<file path="config.mk">
export PLATFORM = sky130hd
export DESIGN_NAME = orthogonal_wire_router
export DESIGN_NICKNAME = d
export VERILOG_FILES = /design/src/hw/rtl/owr_pkg.sv /design/src/hw/rtl/owr_route_calc.sv /design/src/hw/rtl/owr_point_emitter.sv /design/src/hw/rtl/orthogonal_wire_router.sv
export SDC_FILE = /design/constraint.sdc
export NUM_CORES = 1
export LEC_CHECK = 0
export BUFFER_PORTS_ARGS = -buffer_cell sky130_fd_sc_hd__buf_2
export CAP_MARGIN = 20
export CORE_MARGIN = 2
export CORE_UTILIZATION = 54
export DETAILED_ROUTE_END_ITERATION = 8
export PLACE_DENSITY = 0.72
export SKIP_CTS_REPAIR_TIMING = 1
export SLEW_MARGIN = 20
export SYNTH_ARGS = -nofsm -noshare
export SYNTH_HDL_FRONTEND = slang
export SYNTH_SLANG_ARGS = --single-unit
export TNS_END_PERCENT = 10
</file>
<file path="constraint.sdc">
create_clock -name aclk -period 33.1 [get_ports aclk]
set_input_delay 1.655 -clock aclk [delete_from_list [all_inputs] [get_ports aclk]]
set_output_delay 1.655 -clock aclk [all_outputs]
set_load 0.1 [all_outputs]
</file>
<file path="src/hw/rtl/owr_pkg.sv">
// ----------------------------------------------------------------------------
// owr_pkg
// shared types, point kind codes and grid snapping for the wire router
// ----------------------------------------------------------------------------
package owr_pkg;

    localparam logic [1:0] KIND_PIN    = 2'd0;
    localparam logic [1:0] KIND_BRANCH = 2'd1;
    localparam logic [1:0] KIND_FREE   = 2'd2;
    localparam logic [1:0] KIND_BEND   = 2'd3;

    localparam logic [15:0] GRID_STEP  = 16'd20;
    // ceil(2^20 / 20), exact quotient for magnitudes up to 2^15
    localparam logic [16:0] GRID_RECIP = 17'd52429;

    localparam logic [1:0] IDX_START = 2'd0;
    localparam logic [1:0] IDX_BEND1 = 2'd1;
    localparam logic [1:0] IDX_BEND2 = 2'd2;
    localparam logic [1:0] IDX_END   = 2'd3;

    typedef struct packed {
        logic signed [15:0] x;
        logic signed [15:0] y;
        logic [1:0]         kind;
    } point_t;

    typedef struct packed {
        point_t start_pt;
        point_t end_pt;
    } request_t;

    typedef struct packed {
        point_t start_pt;
        point_t bend1;
        point_t bend2;
        point_t end_pt;
        logic   bend1_vld;
        logic   bend2_vld;
    } route_t;

    // halve with truncation toward zero
    function automatic logic signed [16:0] half_toward_zero(logic signed [16:0] d);
        logic signed [16:0] h;
        h = d >>> 1;
        if (d[16] && d[0]) begin
            h = h + 17'sd1;
        end
        return h;
    endfunction

    // (v / 20) * 20 with truncation toward zero
    function automatic logic signed [15:0] snap_grid(logic signed [15:0] v);
        logic [16:0] mag;
        logic [33:0] prod;
        logic [10:0] quo;
        logic [15:0] base;
        mag  = v[15] ? (17'd0 - {v[15], v}) : {1'b0, v};
        prod = 34'(mag) * 34'(GRID_RECIP);
        quo  = prod[30:20];
        base = 16'(quo) * GRID_STEP;
        return v[15] ? $signed(16'd0 - base) : $signed(base);
    endfunction

endpackage

</file>
<file path="src/hw/rtl/owr_route_calc.sv">
// ----------------------------------------------------------------------------
// owr_route_calc
// picks the layout from the endpoint kinds and computes the bend points
// ----------------------------------------------------------------------------
module owr_route_calc
    import owr_pkg::*;
(
    input  request_t req,
    output route_t   route
);

    typedef enum logic [2:0] {
        LAYOUT_BB,
        LAYOUT_PP,
        LAYOUT_BP,
        LAYOUT_PB,
        LAYOUT_FB
    } layout_t;

    logic signed [15:0] sx, sy, ex, ey;
    logic [1:0]         sk, ek, es, ee;
    logic               same_pt;
    layout_t            layout;
    logic signed [16:0] mid_bb, mid_pp, mid_fb;
    logic signed [15:0] snap_in, snap_out;

    assign sx = req.start_pt.x;
    assign sy = req.start_pt.y;
    assign sk = req.start_pt.kind;
    assign ex = req.end_pt.x;
    assign ey = req.end_pt.y;
    assign ek = req.end_pt.kind;

    assign same_pt = (sx == ex) && (sy == ey);

    // a free endpoint becomes a pin opposite a pin or a free end, else a branch
    always_comb begin
        es = sk;
        ee = ek;
        if (sk == KIND_FREE && ek == KIND_FREE) begin
            es = KIND_PIN;
            ee = KIND_PIN;
        end else if (sk == KIND_FREE) begin
            es = (ek == KIND_PIN) ? KIND_PIN : KIND_BRANCH;
        end else if (ek == KIND_FREE) begin
            ee = (sk == KIND_PIN) ? KIND_PIN : KIND_BRANCH;
        end
    end

    always_comb begin
        if (es == KIND_BRANCH && ee == KIND_BRANCH) begin
            layout = LAYOUT_BB;
        end else if (es == KIND_PIN && ee == KIND_PIN) begin
            layout = LAYOUT_PP;
        end else if (es == KIND_BRANCH && ee == KIND_PIN) begin
            layout = LAYOUT_BP;
        end else if (es == KIND_PIN && ee == KIND_BRANCH) begin
            layout = LAYOUT_PB;
        end else begin
            layout = LAYOUT_FB;
        end
    end

    assign mid_bb = {sy[15], sy} + half_toward_zero({ey[15], ey} - {sy[15], sy});
    assign mid_pp = {sx[15], sx} + half_toward_zero({ex[15], ex} - {sx[15], sx});
    assign mid_fb = half_toward_zero({sx[15], sx} + {ex[15], ex});

    always_comb begin
        case (layout)
            LAYOUT_BB: snap_in = mid_bb[15:0];
            LAYOUT_PP: snap_in = mid_pp[15:0];
            LAYOUT_BP: snap_in = ey;
            LAYOUT_PB: snap_in = ex;
            default:   snap_in = mid_fb[15:0];
        endcase
    end

    assign snap_out = snap_grid(snap_in);

    always_comb begin
        route.start_pt   = req.start_pt;
        route.end_pt     = req.end_pt;
        route.bend1.kind = KIND_BEND;
        route.bend2.kind = KIND_BEND;
        route.bend1.x    = snap_out;
        route.bend1.y    = sy;
        route.bend2.x    = snap_out;
        route.bend2.y    = ey;
        route.bend1_vld  = 1'b0;
        route.bend2_vld  = 1'b0;
        case (layout)
            LAYOUT_BB: begin
                route.bend1.x   = sx;
                route.bend1.y   = snap_out;
                route.bend2.x   = ex;
                route.bend2.y   = snap_out;
                route.bend1_vld = (snap_out != sy);
                route.bend2_vld = (ex != sx);
            end
            LAYOUT_PP: begin
                route.bend1_vld = (snap_out != sx);
                route.bend2_vld = (ey != sy);
            end
            LAYOUT_BP: begin
                route.bend1.x   = sx;
                route.bend1.y   = snap_out;
                route.bend1_vld = (snap_out != sy) && !((sx == ex) && (snap_out == ey));
            end
            LAYOUT_PB: begin
                route.bend1_vld = (snap_out != sx) && !((snap_out == ex) && (sy == ey));
            end
            default: begin
                route.bend1_vld = (snap_out != sx);
                route.bend2_vld = (snap_out != ex);
            end
        endcase
        if (same_pt) begin
            route.bend1_vld = 1'b0;
            route.bend2_vld = 1'b0;
        end
    end

endmodule

</file>
<file path="src/hw/rtl/owr_point_emitter.sv">
// ----------------------------------------------------------------------------
// owr_point_emitter
// holds one computed route; sends one point per cycle while m_ready is high
// ----------------------------------------------------------------------------
module owr_point_emitter
    import owr_pkg::*;
(
    input  logic                aclk,
    input  logic                aresetn,
    input  logic                load_valid,
    output logic                load_ready,
    input  route_t              load_route,
    output logic                m_valid,
    input  logic                m_ready,
    output logic signed [15:0]  m_point_x,
    output logic signed [15:0]  m_point_y,
    output logic [1:0]          m_point_kind,
    output logic                m_last_point
);

    route_t     route_reg;
    logic       full_reg, full_next;
    logic [1:0] idx_reg, idx_next;
    logic       take, finish, load;
    point_t     cur_pt;

    assign take       = full_reg && m_ready;
    assign finish     = take && (idx_reg == IDX_END);
    assign load_ready = !full_reg || finish;
    assign load       = load_valid && load_ready;

    always_comb begin
        case (idx_reg)
            IDX_START: cur_pt = route_reg.start_pt;
            IDX_BEND1: cur_pt = route_reg.bend1;
            IDX_BEND2: cur_pt = route_reg.bend2;
            default:   cur_pt = route_reg.end_pt;
        endcase
    end

    assign m_valid      = full_reg;
    assign m_point_x    = cur_pt.x;
    assign m_point_y    = cur_pt.y;
    assign m_point_kind = cur_pt.kind;
    assign m_last_point = (idx_reg == IDX_END);

    always_comb begin
        full_next = full_reg;
        idx_next  = idx_reg;
        if (load) begin
            full_next = 1'b1;
            idx_next  = IDX_START;
        end else if (finish) begin
            full_next = 1'b0;
        end else if (take) begin
            case (idx_reg)
                IDX_START: begin
                    if (route_reg.bend1_vld) begin
                        idx_next = IDX_BEND1;
                    end else if (route_reg.bend2_vld) begin
                        idx_next = IDX_BEND2;
                    end else begin
                        idx_next = IDX_END;
                    end
                end
                IDX_BEND1: idx_next = route_reg.bend2_vld ? IDX_BEND2 : IDX_END;
                default:   idx_next = IDX_END;
            endcase
        end
    end

    always_ff @(posedge aclk) begin
        if (!aresetn) begin
            full_reg <= 1'b0;
            idx_reg  <= IDX_START;
        end else begin
            full_reg <= full_next;
            idx_reg  <= idx_next;
        end
    end

    always_ff @(posedge aclk) begin
        if (load) begin
            route_reg <= load_route;
        end
    end

    // a skipped bend is never shown
    a_bend1_shown_valid: assert property (@(posedge aclk) disable iff (!aresetn)
        full_reg && (idx_reg == IDX_BEND1) |-> route_reg.bend1_vld)
        else $error("bend1 shown without being valid");

    a_bend2_shown_valid: assert property (@(posedge aclk) disable iff (!aresetn)
        full_reg && (idx_reg == IDX_BEND2) |-> route_reg.bend2_vld)
        else $error("bend2 shown without being valid");

    // a route is held until its last point goes out
    a_route_held: assert property (@(posedge aclk) disable iff (!aresetn)
        full_reg && !finish |=> full_reg && $stable(route_reg))
        else $error("route changed before its end point was taken");

    // a taken non-final point advances the index
    a_index_advances: assert property (@(posedge aclk) disable iff (!aresetn)
        take && !finish |=> idx_reg > $past(idx_reg))
        else $error("point index did not advance");

    a_load_starts: assert property (@(posedge aclk) disable iff (!aresetn)
        load |=> full_reg && (idx_reg == IDX_START))
        else $error("new route does not start at its first point");

endmodule

</file>
<file path="src/hw/rtl/orthogonal_wire_router.sv">
// ----------------------------------------------------------------------------
// orthogonal_wire_router
// manhattan route between two endpoints as a run of two to four points
// ----------------------------------------------------------------------------
//  channel  dir  handshake          payload
//  s_       in   s_valid/s_ready    start_x/y/kind, end_x/y/kind
//  m_       out  m_valid/m_ready    point_x/y/kind, last_point
//
//  a request sits in the input register, its route is computed in one pass
//  into the route register, and the points leave one per cycle from there
//  while m_ready is high; a request gives two to four points on the output
//  the next request is taken while the current route is still being sent
//  reset (aresetn low, synchronous) empties both registers
//  a stalled m_ready holds the current point and backs up into s_ready
// ----------------------------------------------------------------------------
module orthogonal_wire_router
    import owr_pkg::*;
(
    input  logic                aclk,
    input  logic                aresetn,
    input  logic                s_valid,
    output logic                s_ready,
    input  logic signed [15:0]  s_start_x,
    input  logic signed [15:0]  s_start_y,
    input  logic [1:0]          s_start_kind,
    input  logic signed [15:0]  s_end_x,
    input  logic signed [15:0]  s_end_y,
    input  logic [1:0]          s_end_kind,
    output logic                m_valid,
    input  logic                m_ready,
    output logic signed [15:0]  m_point_x,
    output logic signed [15:0]  m_point_y,
    output logic [1:0]          m_point_kind,
    output logic                m_last_point
);

    request_t req_reg;
    logic     req_full_reg, req_full_next;
    logic     load_ready;
    route_t   route;

    assign s_ready = !req_full_reg || load_ready;

    always_comb begin
        req_full_next = req_full_reg;
        if (s_valid && s_ready) begin
            req_full_next = 1'b1;
        end else if (load_ready) begin
            req_full_next = 1'b0;
        end
    end

    always_ff @(posedge aclk) begin
        if (!aresetn) begin
            req_full_reg <= 1'b0;
        end else begin
            req_full_reg <= req_full_next;
        end
    end

    always_ff @(posedge aclk) begin
        if (s_valid && s_ready) begin
            req_reg.start_pt.x    <= s_start_x;
            req_reg.start_pt.y    <= s_start_y;
            req_reg.start_pt.kind <= s_start_kind;
            req_reg.end_pt.x      <= s_end_x;
            req_reg.end_pt.y      <= s_end_y;
            req_reg.end_pt.kind   <= s_end_kind;
        end
    end

    owr_route_calc u_calc (
        .req   (req_reg),
        .route (route)
    );

    owr_point_emitter u_emit (
        .aclk         (aclk),
        .aresetn      (aresetn),
        .load_valid   (req_full_reg),
        .load_ready   (load_ready),
        .load_route   (route),
        .m_valid      (m_valid),
        .m_ready      (m_ready),
        .m_point_x    (m_point_x),
        .m_point_y    (m_point_y),
        .m_point_kind (m_point_kind),
        .m_last_point (m_last_point)
    );

endmodule

</file>
==> metrics.md, run 1 <==
| Metric | Value |
|---|---|
| Max-slew violations | `0` |
| Max_cap viols | `0` |
| Worst slew pin tran | `1120 ps` |
| Global-route wire length before repair | `110 mm` |
| CP startpoint | `req_reg[65]` |
| M3 GR Usage | `0.0756` |
| Via density | `6.45` |
| Fmax achieved | `52.7 MHz` |
| R2R setup slack | `14110 ps` |
| Worst Hold Depth | `1` |
| Flops & latches, synth | `206` |
| Layout net count | `2680` |
| Hold endpoint | `u_emit.m_valid` |
| RSZ-0062 raised after global routing | `false` |
| Clk sinks | `206` |
| Largest net degree at the start of global routing | `72` |
| Area delta synth->final | `9.09%` |
| Syn avg cell area | `9.54 sq um` |
| CP delay by family, top | `compound AO/OA/AOI/OAI gates` |
| Hold Fails Final Rpt | `0` |
| All-Layer GR Usage | `0.362` |
| Clock latency on the worst-skew pair | `570 ps` |
| CP Max Fanout | `14` |
| Sum of negative setup slack | `0 ps` |
| Post-synth EDFFs | `202` |
| Crit path capture type | `flip-flop` |
| Final setup viols | `0` |
| Final GP Congestion | `1.05` |
| Post-DP HPWL | `58.6 mm` |
| Core Rows | `72` |
| Root buf cell | `clkbuf_16` |
| Skew final | `21.9 ps` |
| Global routing's busiest layer | `met2` |
| WP buf/inv | `6` |
| Initial Util | `0.544` |
| Main synth FF type | `edfxtp_1` |
| Max stage delay on crit path | `800 ps` |
| Startpoint class of the critical path | `flip-flop` |
| Core area | `38500 sq um` |
| Worst R2R Path Depth | `66` |
| IO buf count | `108` |
| Commonest cells after routing, fill and taps aside | `281 x inv_1, 226 x ha_1, 202 x edfxtp_1` |
| First-pass DRT Iterations | `8` |
| Crit path required time | `33370 ps` |
| Register area share after synthesis | `0.293` |
| Fraction of layout cells with a size suffix above 1 | `0.0978` |
| Routed Antenna Nets | `0` |
| Initial antenna violation count | `1` |
| CTS Buf Count | `24` |
| Global route overflow | `0` |
| Fraction of registers with async set/reset | `0` |
| Outcome | `finished, final reports clean` |
| GRT met1 Usage | `0.516` |
| I/O Pins | `109` |
| Synthesis warning total | `0` |
| Syn Std Cell Area | `20900 sq um` |
| Vias | `18.2k` |
| CTS tree | `built` |
| Met2 Track Usage GR | `0.544` |
| Maximum buffer depth of the clock tree | `3` |
| Cells after synthesis | `2196` |
| Hold Path Origin | `req_full_reg` |
| Most common cell after layout, fill and taps aside | `inv_1` |
| Crit-path slowest cell | `xor2_1` |
| Largest register FFs | `134` |
| Initial DRC count | `2411` |
| Setup CP Type | `reg -> reg` |
| DR DRC count | `0` |
| Min-delay worst type | `reg -> reg` |
| Final WL | `74.0 mm` |
| Register clock-pin slew on the reported worst setup and hold paths | `60 ps` |
| Fin crit period | `18990 ps` |
| R2r startpoint | `req_reg[65]` |
| WL per Instance | `26.2 um` |
| Count of cell types in the netlist | `110` |
| Slew margin rel. | `0.254` |
| # H-tree levels | `1` |
| Critical Path AT | `19260 ps` |
| Die width | `201 um` |
| Die Y | `201 um` |
| Vias in the first global route | `17.4k` |
| Reg-to-Reg End | `u_emit.route_reg[1]` |
| Die area | `40400 sq um` |
| Fin crit share | `0.574` |
-- worst max-delay path by stage --
stage / endpoint / slack, ps / cells past startpoint
after global routing: u_emit.route_reg[1] / 12910 / 68
after floorplan: u_emit.route_reg[1] / 16970 / 72
after detailed placement: u_emit.route_reg[1] / 14670 / 66
after CTS: u_emit.route_reg[1] / 14630 / 66
after global placement: u_emit.route_reg[1] / 14900 / 66
final: u_emit.route_reg[1] / 14110 / 66
-- synth_stat cells, drive strengths merged (19+ instances only) --
cell type    n  share of area
mux2i       41          0.021
o21bai      21         0.0075
xor2        47          0.020
nor2       128          0.023
nand2      137          0.025
clkbuf      56          0.010
o21ai      115          0.028
a211oi      20         0.0074
edfxtp     202           0.29
a21oi      148          0.036
ha         229           0.14
buf         22         0.0046
fa          94          0.090
a21o        32          0.011
xnor2      145          0.061
nor2b       21         0.0063
nand3       38         0.0093
nand4       20         0.0060
a31oi       19         0.0064
nor3        44          0.012
a222oi      38          0.018
inv        283          0.051
-- logic make-up after synthesis --
kind of cell | after synthesis | synth area share
flip-flops | 206 | 0.293
adder cells (fa/ha/maj) | 323 | 0.227
buffers and inverters | 361 | 0.0654
other | 2 | 0.000359
AND/OR/NAND/NOR | 509 | 0.123
multiplexers | 47 | 0.0242
XOR/XNOR | 194 | 0.0832
AO/OA/AOI/OAI | 554 | 0.184
-- metrics by stage --
stage                      util  hold WS, ps  instance area [sq um]  std cells  setup slack [ps]
after floorplan               -          424                  21000       2200             16970
after detailed placement  0.574          518                  22100       2777             14670
after global routing      0.594          553                  22800       2819             12910
after global placement    0.574          496                  22100       2777             14900
after CTS                 0.594          537                  22800       2819             14630
final                     0.594          535                  22800       2822             14110
-- layer usage --
metal / vias up / part of all wire
met5: - / 0
met4: 0 / 0.043
met3: 199 / 0.12
met2: 1120 / 0.43
met1: 8767 / 0.41
li1: 8130 / -
-- cell type report --
type	instances	area, sq um
Sequential cell	206	6150
Multi-Input combinational cell	1633	13500
Inverter	283	1060
Fill cell	3361	15600
Timing Repair Buffer	137	758
Clock buffer	29	619
Clock inverter	13	130
Antenna cell	3	7.51
Tap cell	518	648
Power of run 1 is left out: the tool's default activity adds up to more than one toggle a clock period on the data nets, which glitch-free logic cannot reach.
==> run 2, diff against run 1 <==
==> constraint.sdc (replaced) <==
create_clock -name aclk -period 18.61 [get_ports aclk]
set_input_delay 0.9305 -clock aclk [delete_from_list [all_inputs] [get_ports aclk]]
set_output_delay 0.9305 -clock aclk [all_outputs]
set_load 0.1 [all_outputs]
==> run 2 against run 1 <==
Fmax rose by 7.5%; clock skew rose by 3.9 ps; non-clock buffer count rose by 53; via count rose by 1.8%; first-iteration DRC count fell by 5.7%; core utilization rose by 1.4 points; highest routed layer unchanged.
==> metrics.md, run 2 (synthesis gave the netlist of run 1 again) <==
| Metric | Value |
|---|---|
| Global route overflow | `0` |
| CTS Buf Count | `24` |
| Initial DRC count | `2273` |
| Initial antenna violation count | `3` |
| Max stage delay on crit path | `620 ps` |
| Min-delay worst type | `reg -> reg` |
| Hold Path Origin | `req_full_reg` |
| Register clock-pin slew on the reported worst setup and hold paths | `70 ps` |
| CP Max Fanout | `13` |
| Most used cell, CP | `inv_1` |
| Largest net degree at the start of global routing | `78` |
| Outcome | `finished, final reports clean` |
| Core Rows | `72` |
| Setup CP Type | `reg -> reg` |
| Core area | `38500 sq um` |
| # H-tree levels | `1` |
| R2r startpoint | `req_reg[55]` |
| Routed Antenna Nets | `0` |
| Vias | `18.5k` |
| Clock latency on the worst-skew pair | `560 ps` |
| Hold Fails Final Rpt | `0` |
| Initial Util | `0.544` |
| First-pass DRT Iterations | `9` |
| Vias in the first global route | `17.8k` |
| Crit path required time | `18910 ps` |
| Root buf cell | `clkbuf_16` |
| IO buf count | `108` |
| CTS tree | `built` |
| Hold endpoint | `u_emit.m_valid` |
| Die area | `40400 sq um` |
| Die Y | `201 um` |
| I/O Pins | `109` |
| Post-DP HPWL | `58.6 mm` |
| R2R setup slack | `950 ps` |
| Placed Cells | `2823` |
| WL per Instance | `25.6 um` |
| Startpoint class of the critical path | `flip-flop` |
| Die width | `201 um` |
| Final GP Congestion | `1.07` |
| Most common cell after layout, fill and taps aside | `inv_1` |
| Pre-CTS setup slack | `842 ps` |
| Fin crit share | `0.949` |
| Commonest cells after routing, fill and taps aside | `281 x inv_1, 223 x ha_1, 202 x edfxtp_1` |
| Clk sinks | `206` |
| Final WL | `73.7 mm` |
| Critical Path AT | `17960 ps` |
| Global-route wire length before repair | `110 mm` |
| Maximum buffer depth of the clock tree | `3` |
| Fraction of layout cells with a size suffix above 1 | `0.124` |
| Skew final | `25.8 ps` |
| Reg-to-Reg End | `u_emit.route_reg[1]` |
| Largest register FFs | `134` |
| Worst R2R Path Depth | `68` |
| Final setup viols | `0` |
| Cell Count, Final, Fillers Out | `2874` |
| Crit path capture type | `flip-flop` |
| Area delta synth->final | `11.6%` |
| Via density | `6.45` |
| Crit-path slowest cell | `edfxtp_1` |
| Fin worst setup slack | `948 ps` |
| Max_cap viols | `0` |
| Max-slew violations | `0` |
| Fmax achieved | `56.6 MHz` |
| All-Layer GR Usage | `0.361` |
| Slew margin rel. | `0.292` |
| Fin crit period | `17660 ps` |
| Worst Hold Depth | `1` |
| Worst slew pin tran | `1060 ps` |
| Layout net count | `2733` |
| DR DRC count | `0` |
run 2: cell types whose count changed in the layout (fill, tap and decap cells not counted), moves of 3 or more:
cell | before | now
xnor2_1 | 143 | 138
buf_4 | 29 | 82
ha_1 | 226 | 223
ha_2 | 3 | 6
xnor2_2 | 2 | 7
run 2: metal layers:
layer,vias up,share of wire,track usage
li1,8240,-,-
met4,0,0.042,0.122
met1,8961,0.41,0.517
met2,1130,0.43,0.550
met5,-,0,0
met3,205,0.11,0.0680
run 2: final cells by class:
cell class	count	area (sq um)
Antenna cell	2	5.00
Clock buffer	28	616
Fill cell	3310	15100
Timing Repair Buffer	190	1160
Clock inverter	14	158
Multi-Input combinational cell	1633	13600
Sequential cell	206	6150
Inverter	283	1060
Tap cell	518	648
run 2: how the worst max path moves through the flow:
stage / startpoint / to / depth (start not counted)
finish: req_reg[55] / u_emit.route_reg[1] / 68
global route: req_reg[18] / u_emit.route_reg[1] / 70
CTS: req_reg[55] / u_emit.route_reg[1] / 67
detailed placement: req_reg[55] / u_emit.route_reg[1] / 67
global placement: req_reg[54] / u_emit.route_reg[1] / 66
floorplan: req_reg[18] / u_emit.route_reg[1] / 72
run 2: worst max-delay path, delay by kind of cell, from the launching register on:
kind                       cells  cell delay, ps
muxes                          2             710
buffers and inverters          7             630
AOI/OAI and AO/OA             23            4840
and+or+nand+nor               22            5140
DFF                            1             620
xor gates and xnor gates       3             570
adders and majority gates     11            4890
run 2: per-stage QoR:
step                      hold WS [ps]  area [sq um]   util  TNS (ps)
after global routing               539         23400  0.608     -12.1
final                              532         23400  0.608         0
after floorplan                    424         21000      -         0
after detailed placement           525         22400  0.583         0
after CTS                          538         23200  0.603         0
after global placement             502         22400  0.583         0
Power of run 2 is left out for the same reason.
